**config.mk**
```make
export PLATFORM = sky130hd
export DESIGN_NAME = rrps_corner
export DESIGN_NICKNAME = d
export VERILOG_FILES = /design/src/sv/rrps_corner.sv
export SDC_FILE = /design/constraint.sdc
export NUM_CORES = 1
export LEC_CHECK = 0
export ABC_AREA = 1
export ABC_CLOCK_PERIOD_IN_PS = 4800
export BUFFER_PORTS_ARGS = -buffer_cell sky130_fd_sc_hd__buf_2
export CORE_ASPECT_RATIO = 1.75
export CORE_MARGIN = 2
export CORE_UTILIZATION = 55
export DETAILED_ROUTE_END_ITERATION = 12
export GPL_TIMING_DRIVEN = 0
export PLACE_DENSITY = 0.8
export SLEW_MARGIN = 20
export SYNTH_ARGS = -nofsm -noshare
export SYNTH_HDL_FRONTEND = slang
export SYNTH_SLANG_ARGS = --single-unit
```
**constraint.sdc**
```tcl
create_clock -name vclk -period 4.8
set_input_delay 0.72 -clock vclk [all_inputs]
set_output_delay 0.72 -clock vclk [all_outputs]
set_load 0.005 [all_outputs]
```
**src/sv/rrps_corner.sv**
```systemverilog
module rrps_corner #(
   parameter int COORD_BITS = 12
) (
   input  logic [COORD_BITS-1:0]        px,
   input  logic [COORD_BITS-1:0]        py,
   input  logic [COORD_BITS-1:0]        w,
   input  logic [COORD_BITS-1:0]        h,
   input  logic [COORD_BITS-1:0]        r,
   output logic                         near,
   output logic signed [COORD_BITS+1:0] dx,
   output logic signed [COORD_BITS+1:0] dy
);
   logic [COORD_BITS-1:0] wr;
   logic [COORD_BITS-1:0] hr;
   logic [COORD_BITS-1:0] cx;
   logic [COORD_BITS-1:0] cy;
   logic                  band;

   always_comb begin
      wr   = w - r;
      hr   = h - r;
      band = ((px >= r) && (px < wr)) || ((py >= r) && (py < hr));
      near = (r == '0) || band;
      // corner circle center
      cx   = (px < r) ? r - COORD_BITS'(1) : wr;
      cy   = (py < r) ? r - COORD_BITS'(1) : hr;
      dx   = $signed({2'b00, px}) - $signed({2'b00, cx});
      dy   = $signed({2'b00, py}) - $signed({2'b00, cy});
   end

endmodule

```
Word level (Yosys, flattened, before mapping)
Index checks and enable logic that the tools add are counted.
{ "totals": {"wordCells": 18, "out_inout_bits": 29, "mem_bits_ro": 0, "regBits": 0, "ram_bits": 0, "input_bits": 60, "latchBits": 0, "memories": 0} }
{ "classes": {"mux": 2, "div_mod_pow": 0, "bitwise": 0, "n_reduce_logical": 5, "shifts": 0, "n_addsub": 5, "n_lt_le_gt_ge": 6, "n_mul": 0, "eq_ne": 0} }
{ "ops": {"columns": ["op", "n"], "rows": [
  ["12-bit < comparator", 4],
  ["12-bit by 12-bit subtractor with 13-bit output", 2],
  ["12-bit greater-or-equal comparator", 2],
  ["12-bit two-way mux", 2],
  ["12-bit subtractor", 2],
  ["12-bit zero test", 1],
  ["12-bit by 1-bit subtractor with 12-bit output, second input constant", 1],
  ["1-bit logical AND", 2],
  ["1-bit logical OR", 2]
]} }

Depth between registers and ports, before layout
{ "logic_depth": {"ltp_word": 5, "ltp_mapped": 21, "ltp_nobuf": 20} }

Least setup slack after synthesis
Ideal clock, no wire load.
{ "synth_path": {"kind": "input to output", "start": "in r[1]", "end": "out dy[13]", "stages": 20, "arrival_ns": 3.277, "required_ns": 4.080, "n_path_buf": 1, "path_slack_ns": 0.803, "cell_sequence": "inv_1 > ha_1 > nand2_1 > nand2_1 > nand2_1 > nand2_1 > nand2_1 > nand3_2 > inv_2 > nand2_1 > o21ai_0 > ha_1 > inv_1 > fa_1 > nand2_1 > a21oi_1 > o21ai_0 > a21oi_1 > nor3_1 > buf_4"} }
{ "synth_via": {"elab_chain_len": 3, "word_cells_on_any_way": 5, "cone_classes": "add/sub: 3; order compare: 1; mux: 1"} }
{ "synth_rtl": {"columns": ["item", "line", "text"], "rows": [
  ["start, declared", "8", "input logic [COORD_BITS-1:0] r,"],
  ["12-bit subtractor (tied with other cells)", "21", "hr = h - r;"],
  ["12-bit two-way mux (*)", "26", "cy = (py < r) ? r - COORD_BITS'(1) : hr;"],
  ["12-bit by 12-bit subtractor with 13-bit output (*)", "28", "dy = $signed({2'b00, py}) - $signed({2'b00, cy});"],
  ["end, declared", "11", "output logic signed [COORD_BITS+1:0] dy"]
]} }
Mark *: on every way between the ends. The rest lies on a longest branch, timed or not.

Worst setup path in the final report
{ "layout_path": {"start": "in r[5]", "end": "out dy[13]"} }
The elaborated chain is that of the path after synthesis.

==> summary.txt <==
Critical path
  • Slowest CP cell: fa_1
  • Slowest stage delay, CP: 0.43 ns
  • Worst Path Class, Setup: in2out
  • Crit path capture type: primary output
  • CP dominant cell by count: nand2_1
  • CP cell instances: buf_2 -> clkinvlp_4 -> ha_1 -> nand2_1 -> nand2_1 -> nand2_1 -> nand2_1 -> nand2_1 -> nand3_2 -> inv_4 -> nand2_1 -> o21ai_0 -> ha_1 -> inv_1 -> fa_1 -> nand2_1 -> a21oi_1 -> o21ai_1 -> a21oi_1 -> nor3_1 -> buf_4 -> buf_2
  • Required @ worst endpoint: between 4 and 5 ns
  • CP top delay family: adder cells
  • CP Max Fanout: 9
  • Crit path launch type: input port
  • CP arrival: 3.86 ns
  • CP bufs+invs: 6

Floorplanning
  • Core area: approximately 0.0075 mm^2
  • Die W: around 70 um
  • IO Count: slightly below 90
  • Die Area: ~0.0084 mm^2
  • Rows: 42
  • Chip Height: about 120 um
  • Starting density of the core: 56.01%

Layout
  • Fin area: 0.004778 mm^2
  • Sequential Area: 0 um^2
  • Share of layout cells above drive strength 1: approximately 14%
  • Final core occ: between 60% and 70%
  • Fill count: 798
  • Area of the multi-input gates: about 0.0037 mm^2
  • Post-layout net count: between 900 and 1000
  • CLK BUF: 0
  • Seq cells: 0
  • Area grow syn2layout: 13.53%
  • Inserted Diodes: 0

Synthesis
  • Average cell area after synthesis: roughly 5.7 um^2
  • Yosys cell types: 31
  • Mapped Cells: between 700 and 800
  • YS warnings: 0
  • Post-synthesis cell area: around 0.0042 mm^2
  • Seq/Total Area, Yosys: 0%
  • Net Count, Synth: ~890

Timing
  • Final WS setup: around 0.22 ns
  • Worst-Margin Slew: 0.4038 ns
  • Final Hold Fails: 0
  • Final worst path period share: approximately 95%
  • Relative slew slack: approximately three quarters
  • Highest clock rate: between 0.2 and 0.25 GHz
  • RSZ-0062 raised after global routing: yes
  • Endpoints failing setup: 0
  • Tmin final: 4.582 ns
  • Slew Limit Fails: 0

Placed design
  • Placed Area: about 0.0048 mm^2
  • Pre-CTS setup slack: a little under 0.07 ns
  • Routability cong.: about 0.95
  • DP HPWL: between 10000 and 15000 um
  • PortBufs: around 90

Route
  • Routed wire length: 12150 um
  • DRC viols: 0
  • DRT iter0 DRCs: between 200 and 250
  • Avg WL per Cell: 13.31 um
  • Vias: around 5000
  • DR pass1 iterations: 6
  • Antenna-violating nets left: 0
  • Via density: 5.370

GRT
  • Antenna violations before repair: 0
  • GRT Total Usage: between 20% and 30%
  • Total congestion overflow: 0
  • Number of global-route vias before repair: approximately 4600
  • First-pass GRT wire length: between 15000 and 20000 um
  • Largest net degree at the start of global routing: 11

Power and ir drop
  • Leak pwr: between 2 and 3 nW
  • Maximum vdd ir drop: ~0.000074 V
  • Pwr/cell area: between 150 and 200 mW/mm^2
  • PnR Total Power: roughly 0.00092 W

Clocking
  • Hold-fix buffers, CTS: 0
  • Post-CTS Setup Inserts: 0

Run
  • # Max-Cap Violations: 0

Run status
  • Status: complete, no violations

Min path
  • Worst hold path type: in2out
[synthesized netlist by cell type, drive strengths merged]
library cell | number | area, um^2
ha | 93 | 1164
o21ai | 24 | 135.1
nand3b | 2 | 15.01
a21boi | 2 | 15.01
inv | 115 | 431.7
xnor2 | 12 | 105.1
a31oi | 2 | 12.51
fa | 4 | 80.08
nor3 | 5 | 35.03
nand2 | 259 | 979.7
o21bai | 2 | 15.01
xor2 | 28 | 245.2
a21oi | 42 | 210.2
and2 | 7 | 46.30
nand3 | 53 | 297.8
nand4 | 15 | 93.84
a21o | 5 | 38.79
nor2 | 62 | 242.7
buf | 4 | 46.29
[metal layers]
layer  routed length, um  GRT usage (%)  share of wire (%)  vias to the layer above
met5                   0              0                  0                        -
met4                 289          6.851                2.4                        0
met3                 599          1.511                4.9                       25
met2                6270          54.29                 52                      156
met1                4990          34.21                 41                     2172
li1                    -              -                  -                     2550
[through the flow]
| stage | cells | hold WS, ns | TNS [ns] |
|---|---|---|---|
| 2_1_floorplan | 736 | 1.599 | 0 |
| 3_3_place_gp | 913 | 1.843 | 0 |
| 3_5_place_dp | 913 | 1.841 | 0 |
| 4_1_cts | 913 | 1.844 | 0 |
| 5_1_grt | 913 | 1.864 | -0.04754 |
| 6_report | 913 | 1.837 | 0 |
[power breakdown]
group | internal, W | switching (W) | total (W)
Combinational | 0.000381 | 0.000542 | 0.000923
Clock | 0 | 0 | 0
Sequential | 0 | 0 | 0
Total | 0.000381 | 0.000542 | 0.000923
[cell type report]
type,instances,share of cell area (%)
buffer,4,0.9688
inverter,115,9.322
multi-input combinational,617,78.08
tap,88,2.304
timing repair buffer,89,9.322
[cell usage in the layout, fill, tap and decap left out]
| master | count |
|---|---|
| o21ai_2 | 4 |
| buf_6 | 1 |
| nand2_4 | 1 |
| and2_1 | 6 |
| xor2_1 | 28 |
| nand4_1 | 15 |
| a21o_2 | 1 |
| and2_4 | 1 |
| nor2_1 | 58 |
| ha_1 | 93 |
| nand3_1 | 48 |
| o21ai_0 | 11 |
| xnor2_1 | 12 |
| nand3b_1 | 2 |
| nand2_1 | 258 |
| nor2_2 | 4 |
| buf_12 | 1 |
| a21oi_1 | 42 |
| a21o_1 | 4 |
| buf_4 | 2 |
| o21ai_1 | 9 |
| inv_1 | 109 |
| inv_4 | 1 |
| nor3_1 | 3 |
| nor3_2 | 2 |
| fa_1 | 4 |
| inv_2 | 2 |
| nand3_4 | 1 |
| a31oi_1 | 2 |
| nand3_2 | 4 |
| buf_2 | 89 |
| o21bai_1 | 2 |
| a21boi_0 | 2 |
| clkinvlp_4 | 3 |
[path summary, 6_finish.rpt]
kind	start	endpoint	slack, ns	depth (start not counted)
max	r[5]	dy[13]	0.22	22
min	px[1]	dx[1]	1.84	3
[timing repair]
| action | in CTS | in global routing |
|---|---|---|
| endpoints found under the setup margin | 0 | 5 |
| resized for setup | 0 | 6 |
| endpoints found under the hold margin | 0 | 0 |
[kinds of logic (layout without fill, tap and decap cells)]
logic type      Yosys count  after routing  synth area share (%)
fa+ha+maj                97             97                 29.55
simple gates            403            403                 40.64
xor+xnor                 40             40                 8.324
compound gates           77             77                 10.14
buf+inv                 119            208                 11.36
No activity file was read; power rests on OpenSTA's default activity.
