**src/sv/rrps_pkg.sv**
```systemverilog
package rrps_pkg;

   localparam int CHANNELS     = 4;
   localparam int BYTE_BITS    = 8;
   localparam int QUOT_BITS    = 8;
   localparam int DATA_BITS    = 32;
   localparam int REG_IDX_BITS = 3;
   localparam int ADDR_BITS    = REG_IDX_BITS + 2;

   localparam logic [REG_IDX_BITS-1:0] REG_DRAW_MODE   = 3'd0;
   localparam logic [REG_IDX_BITS-1:0] REG_RECT_WIDTH  = 3'd1;
   localparam logic [REG_IDX_BITS-1:0] REG_RECT_HEIGHT = 3'd2;
   localparam logic [REG_IDX_BITS-1:0] REG_RADIUS      = 3'd3;
   localparam logic [REG_IDX_BITS-1:0] REG_THICKNESS   = 3'd4;
   localparam logic [REG_IDX_BITS-1:0] REG_TOP_COLOR   = 3'd5;
   localparam logic [REG_IDX_BITS-1:0] REG_BOT_COLOR   = 3'd6;

   localparam logic [1:0] MODE_FILL_WRITE = 2'd0;

   typedef struct packed {
      logic                 covered;
      logic                 blend;
      logic                 use_top;
      logic [DATA_BITS-1:0] color;
   } side_type;

endpackage

```
**src/sv/rrps_divider.sv**
```systemverilog
module rrps_divider #(
   parameter int DEN_BITS = 12
) (
   input  logic                                                          clock,
   input  logic                                                          reset,
   input  logic                                                          in_valid,
   output logic                                                          in_ready,
   input  logic [rrps_pkg::CHANNELS-1:0][DEN_BITS+rrps_pkg::QUOT_BITS-1:0] in_num,
   input  logic [DEN_BITS-1:0]                                           den,
   input  rrps_pkg::side_type                                            in_side,
   output logic                                                          out_valid,
   input  logic                                                          out_ready,
   output logic [rrps_pkg::CHANNELS-1:0][rrps_pkg::QUOT_BITS-1:0]        out_quot,
   output rrps_pkg::side_type                                            out_side
);
   import rrps_pkg::*;

   localparam int NUM_BITS = DEN_BITS + QUOT_BITS;

   logic                                      v_ff    [QUOT_BITS];
   logic [CHANNELS-1:0][NUM_BITS-1:0]         rem_ff  [QUOT_BITS];
   logic [CHANNELS-1:0][NUM_BITS-1:0]         rem_in  [QUOT_BITS];
   logic [CHANNELS-1:0][QUOT_BITS-1:0]        quo_ff  [QUOT_BITS];
   logic [CHANNELS-1:0][QUOT_BITS-1:0]        quo_in  [QUOT_BITS];
   side_type                                  side_ff [QUOT_BITS];
   logic [QUOT_BITS-1:0]                      en;

   always_comb begin
      en[QUOT_BITS-1] = !v_ff[QUOT_BITS-1] || out_ready;
      for (int j = QUOT_BITS - 2; j >= 0; j--) begin
         en[j] = !v_ff[j] || en[j+1];
      end
   end

   // one quotient bit per stage, most significant first
   for (genvar j = 0; j < QUOT_BITS; j++) begin : g_step
      localparam int SH = QUOT_BITS - 1 - j;
      logic [CHANNELS-1:0][NUM_BITS-1:0]  rem_src;
      logic [CHANNELS-1:0][QUOT_BITS-1:0] quo_src;
      side_type                           side_src;
      logic                               v_src;
      logic [NUM_BITS-1:0]                dsh;

      if (j == 0) begin : g_first
         assign rem_src  = in_num;
         assign quo_src  = '0;
         assign side_src = in_side;
         assign v_src    = in_valid;
      end else begin : g_next
         assign rem_src  = rem_ff[j-1];
         assign quo_src  = quo_ff[j-1];
         assign side_src = side_ff[j-1];
         assign v_src    = v_ff[j-1];
      end

      assign dsh = NUM_BITS'(den) << SH;

      always_comb begin
         for (int c = 0; c < CHANNELS; c++) begin
            if (rem_src[c] >= dsh) begin
               rem_in[j][c] = rem_src[c] - dsh;
               quo_in[j][c] = quo_src[c] | (QUOT_BITS'(1) << SH);
            end else begin
               rem_in[j][c] = rem_src[c];
               quo_in[j][c] = quo_src[c];
            end
         end
      end

      always_ff @(posedge clock) begin
         if (reset) begin
            v_ff[j] <= 1'b0;
         end else if (en[j]) begin
            v_ff[j] <= v_src;
         end
      end

      always_ff @(posedge clock) begin
         if (en[j]) begin
            rem_ff[j]  <= rem_in[j];
            quo_ff[j]  <= quo_in[j];
            side_ff[j] <= side_src;
         end
      end
   end

   assign in_ready  = en[0];
   assign out_valid = v_ff[QUOT_BITS-1];
   assign out_quot  = quo_ff[QUOT_BITS-1];
   assign out_side  = side_ff[QUOT_BITS-1];

endmodule

```
**config.mk**
```make
export PLATFORM = sky130hd
export DESIGN_NAME = rrps_divider
export DESIGN_NICKNAME = d
export VERILOG_FILES = /design/src/sv/rrps_pkg.sv /design/src/sv/rrps_divider.sv
export SDC_FILE = /design/constraint.sdc
export NUM_CORES = 2
export LEC_CHECK = 0
export BUFFER_PORTS_ARGS = -buffer_cell sky130_fd_sc_hd__buf_2
export CAP_MARGIN = 25
export CORE_ASPECT_RATIO = 0.5
export CORE_MARGIN = 8
export CORE_UTILIZATION = 35
export CTS_BUF_LIST = sky130_fd_sc_hd__clkbuf_2
export CTS_CLUSTER_SIZE = 24
export DETAILED_ROUTE_END_ITERATION = 7
export HOLD_SLACK_MARGIN = 0.1
export PLACE_DENSITY_LB_ADDON = 0.2
export SETUP_SLACK_MARGIN = 0.05
export SLEW_MARGIN = 30
export SYNTH_ARGS = -nofsm -noshare
export SYNTH_HDL_FRONTEND = slang
export SYNTH_SLANG_ARGS = --single-unit
export TNS_END_PERCENT = 10
```
**constraint.sdc**
```tcl
create_clock -name clock -period 7 [get_ports clock]
set_input_delay 0.35 -clock clock [delete_from_list [all_inputs] [get_ports clock]]
set_output_delay 0.35 -clock clock [all_outputs]
set_load 0.01 [all_outputs]
```
# --- Word level (Yosys, flattened, before mapping) ---
# Memories as Yosys holds them, arrays and structs flattened.
# Index checks and enable logic that the tools add are counted.
word_totals:
  reg_bits: 0
  ramBits: 1184
  in_bits: 131
  out_inout_bits: 69
  memories: 4
mem_list:
  columns: ["name", "words", "width", "read_ports", "rd_clocked_by_memory_dff", "write_ports", "line_no", "source"]
  rows:
  - ["rem_ff", 8, 80, 7, 0, 8, "rrps_divider.sv:21", "logic [CHANNELS-1:0][NUM_BITS-1:0] rem_ff [QUOT_BITS];"]
  - ["side_ff", 8, 35, 8, 0, 8, "rrps_divider.sv:25", "side_type side_ff [QUOT_BITS];"]
  - ["quo_ff", 8, 32, 8, 0, 8, "rrps_divider.sv:23", "logic [CHANNELS-1:0][QUOT_BITS-1:0] quo_ff [QUOT_BITS];"]
  - ["v_ff", 8, 1, 8, 0, 8, "rrps_divider.sv:20", "logic v_ff [QUOT_BITS];"]
classes:
  n_addsub: 32
  n_lt_le_gt_ge: 32
  mux: 106
  n_bitwise: 8
  n_reduce_logical: 16
ops:
  columns: ["op", "n"]
  rows:
  - ["2-to-1 mux 20 bit", 32]
  - [">= comparator 20 x 12 -> 1 bit", 4]
  - [">= comparator 20 x 13 -> 1 bit", 4]
  - [">= comparator 20 x 14 -> 1 bit", 4]
  - [">= comparator 20 x 15 -> 1 bit", 4]
  - [">= comparator 20 x 16 -> 1 bit", 4]
  - [">= comparator 20 x 17 -> 1 bit", 4]
  - [">= comparator 20 x 18 -> 1 bit", 4]
  - [">= comparator 20 x 19 -> 1 bit", 4]
  - ["subtractor 20 x 12 -> 20 bit", 4]
  - ["subtractor 20 x 13 -> 20 bit", 4]
  - ["subtractor 20 x 14 -> 20 bit", 4]
  - ["subtractor 20 x 15 -> 20 bit", 4]
  - ["subtractor 20 x 16 -> 20 bit", 4]
  - ["subtractor 20 x 17 -> 20 bit", 4]
  - ["subtractor 20 x 18 -> 20 bit", 4]
  - ["subtractor 20 x 19 -> 20 bit", 4]
  - ["2-to-1 mux 1 bit", 46]
  - ["2-to-1 mux 8 bit", 4]
  - ["2-to-1 mux 7 bit", 4]
  - ["2-to-1 mux 6 bit", 4]
  - ["2-to-1 mux 5 bit", 4]
  - ["2-to-1 mux 4 bit", 4]
  - ["2-to-1 mux 3 bit", 4]
  - ["4 further kinds", 28]

# --- Logic depth before layout (Yosys ltp) ---
# An unclocked memory read counts as a cell.
logic_depth:
  word_depth: 14
  mapped_depth: 13

# --- Worst setup path after synthesis ---
# OpenSTA, ideal clock, no wires.
synth_timing:
  path_kind: "register to register"
  start: "memory v_ff[7][0], in the netlist v_ff[1][3]"
  end: "memory v_ff[0][0] (data pin)"
  setup_ns: 0.285
  arrival_time_ns: 5.414
  path_slack_ns: 1.301
  path_stages_with_launch: 8
  path_buffers: 1
  path_cell_list: "edfxtp_1 > nor2b_1 > and3_1 > and3_1 > and2_1 > clkbuf_1 > nand3_1 > and3b_1"
synth_lines:
  columns: ["item", "line_no"]
  rows:
  - ["start, declared", "rrps_divider.sv:20"]

==> metrics.txt <==
# clock sinks=992; EDFF count, synth=992; Sw Ratio=0.369; P_sw=around 8.4 mW; synth top area cells=edfxtp_1 56%, ha_1 9.1%, a21oi_1 3.1%; fraction of layout cells with a size suffix above 1=0.144; top_reg_cell synth=edfxtp_1; Residual DRC=0; Worst-Margin Slew=between 1 and 1.5 ns; Crit Path Max Fanout=77; TritonCTS Buffers=230; WP data required=~6.7 ns; clock power share=0.162; area leader, netlist=edfxtp_1; die footprint=between 150000 and 200000 um2; async set-reset flop share out of synthesis=0; drt first pass iters=6; initial antenna violation count=5; WS Path Type=flip-flop to output port; IO Port Bufs=about 200; # nets final=approximately 5700; PD cells=between 300 and 400 nW/um2; Synth Register Bits=approximately 990; Peak VDD IR=0.000167 V; Die Wd=565 um; Arr. time, crit path=5.11 ns; CTS tree=yes; Synth Instances=approximately 4300; Syn Nets=approximately 4800; worst path cell trace=nor2b_1 > and3_1 > and3_1 > and2_1 > nand3_4 > buf_6 > buf_2; DP Cell Count=6462; Fmax=183 MHz; area of the multi-input gates=approximately 22000 um2; most frequent cells after synthesis=992 x edfxtp_1, 384 x ha_1, 346 x nor2_1; Synth top area share=0.565; sequential area share after synthesis=0.565; Worst slew margin=0.323; vias in the first global route=between 30000 and 40000; clock skew=between 0.1 and 0.15 ns; Setup violations, final=0; Pleak=24.4 nW; Combinational Power Share=0.405; Final period util=0.779; H-tree depth=4; Pwr Total=between 20 and 25 mW; CTS Hold Buffers Added=about 420; Setup WS post-layout=about 1.5 ns; Worst-Skew Late Latency=about 1.6 ns; Final Non-Filler Cells=around 7300; largest stage delay on the critical path=between 0.6 and 0.7 ns; Initial Utilization=0.353; RSZ-0062 raised after global routing=false; slowest CP cell=nand3_4; largest net degree at the start of global routing=104; Setup TNS Final=0 ns; Clock Tree Root=clkbuf_2; gr usage total=0.162; critical path launch point type=flip-flop; Avg Cell Area, Syn=12.3 um2; outcome=finished, final reports clean; area grow syn2layout=18.8%; most frequent cell after synthesis=edfxtp_1; num rows=100; DR vias=~37000; first-pass GRT wire length=210 mm; endpoints failing hold=0; Die Ht=approximately 290 um; synthesized area=~53000 um2; final slew viol count=0; Ys Warns=0; sequential share of power=0.433; Place WS=2.57 ns; Routed WL=around 140 mm; Internal=roughly 14 mW; cell family with most CP delay=simple AND/OR/NAND/NOR gates; Wirelength per Cell=between 15 and 20 um; Fillers=13900; Min Hold Slack=just under 0.4 ns; DP HPWL=just over 90 mm; Placer Congestion=~0.87; Reg clk slew, reported paths=~0.11 ns; synth unique cells=a little over 100; Final min period=approximately 5.5 ns; Antenna Violating Nets Remaining=0; GRT Residual Overflow=0; Crit path top cell by count=and3_1; core area=between 100000 and 150000 um2; CP Capture Type=output port; Avg Vias per Cell=5.14; area occupied by registers=between 20000 and 30000 um2; IO Pins=200; postcts setup bufs=0; PostCTS Resize Cnt=0; initial drt markers=approximately 2700; Max Cap Viol=0; Hold Crit Class=flip-flop to flip-flop; CTS Buffer Depth=3; WP buf/inv=2
==> per-stage QoR <==
stage	cell area, um2	util
global placement	56300	0.377
global route	62600	0.420
floorplan	52800	-
finish	62700	0.420
detailed placement	56400	0.378
CTS	62600	0.419
==> power groups by stage <==
stage / registers [mW] / logic [mW] / clock network, mW
after floorplan: 9.57 / 7.02 / 0
after global placement: 10.0 / 8.67 / 0
after detailed placement: 10.0 / 8.82 / 0
after CTS: 9.89 / 9.14 / 3.96
after global routing: 10.1 / 10.3 / 4.21
final: 9.90 / 9.25 / 3.71
==> per-layer routing <==
layer | vias to the layer above | wire length, um | track usage
met2 | 1090 | 59700 | 0.252
met3 | 295 | 7590 | 0.0292
met4 | 0 | 3850 | 0.0553
met1 | 17900 | 65700 | 0.226
li1 | 18200 | - | -
met5 | - | 0 | 0
==> area by class of cell <==
class | count | area share
Antenna cell | 10 | 0.000399
Multi-Input combinational cell | 3086 | 0.353
Clock inverter | 69 | 0.00599
Clock buffer | 330 | 0.0264
Sequential cell | 992 | 0.475
Inverter | 154 | 0.00968
Timing Repair Buffer | 663 | 0.0895
Tap cell | 1989 | 0.0397
==> kinds of logic after synthesis <==
family / count (synthesis) / synth area share
compound gates: 1056 / 0.128
xor+xnor: 306 / 0.0509
fa+ha+maj: 412 / 0.102
buf+inv: 224 / 0.0175
flops: 992 / 0.565
mux: 106 / 0.0223
simple gates: 1206 / 0.115
==> layout by cell type, fill, tap and decap left out, types with 66 or more instances in the layout <==
| cell | instances |
|---|---|
| a21o_1 | 88 |
| a21oi_1 | 324 |
| buf_2 | 199 |
| clkbuf_2 | 330 |
| dlygate4sd3_1 | 419 |
| edfxtp_1 | 992 |
| ha_1 | 384 |
| inv_1 | 135 |
| mux2_2 | 88 |
| nand2_1 | 289 |
| nor2_1 | 346 |
| nor2b_1 | 66 |
| nor3_1 | 90 |
| o21a_1 | 85 |
| o21ai_0 | 251 |
| xnor2_1 | 158 |
| xor2_1 | 147 |
==> final timing paths <==
| check | end | from | slack [ns] | cells after the start |
|---|---|---|---|---|
| hold reg to reg | quo_ff[1][97] | quo_ff[1][65] | 0.39 | 0 |
| setup / recovery | in_ready | v_ff[1][3] | 1.54 | 7 |
| hold / removal | quo_ff[1][97] | quo_ff[1][65] | 0.39 | 0 |
| setup reg to reg | v_ff[0][0] | v_ff[1][3] | 3.08 | 7 |
==> worst reg2reg max path, cell delays in order (launching register included) <==
cell and delay [ns]:
edfxtp_1 0.34, nor2b_1 0.45, and3_1 0.40, and3_1 0.35, and2_1 0.44, nand3_4 0.68
and3b_1 0.50, dlygate4sd3_1 0.55
==> flip-flops by register name (all words and copies together) (netlist names) <==
signal / count
side_ff: 280
rem_ff: 560
quo_ff: 144
v_ff: 8
Power figures use the tool's default switching activity.
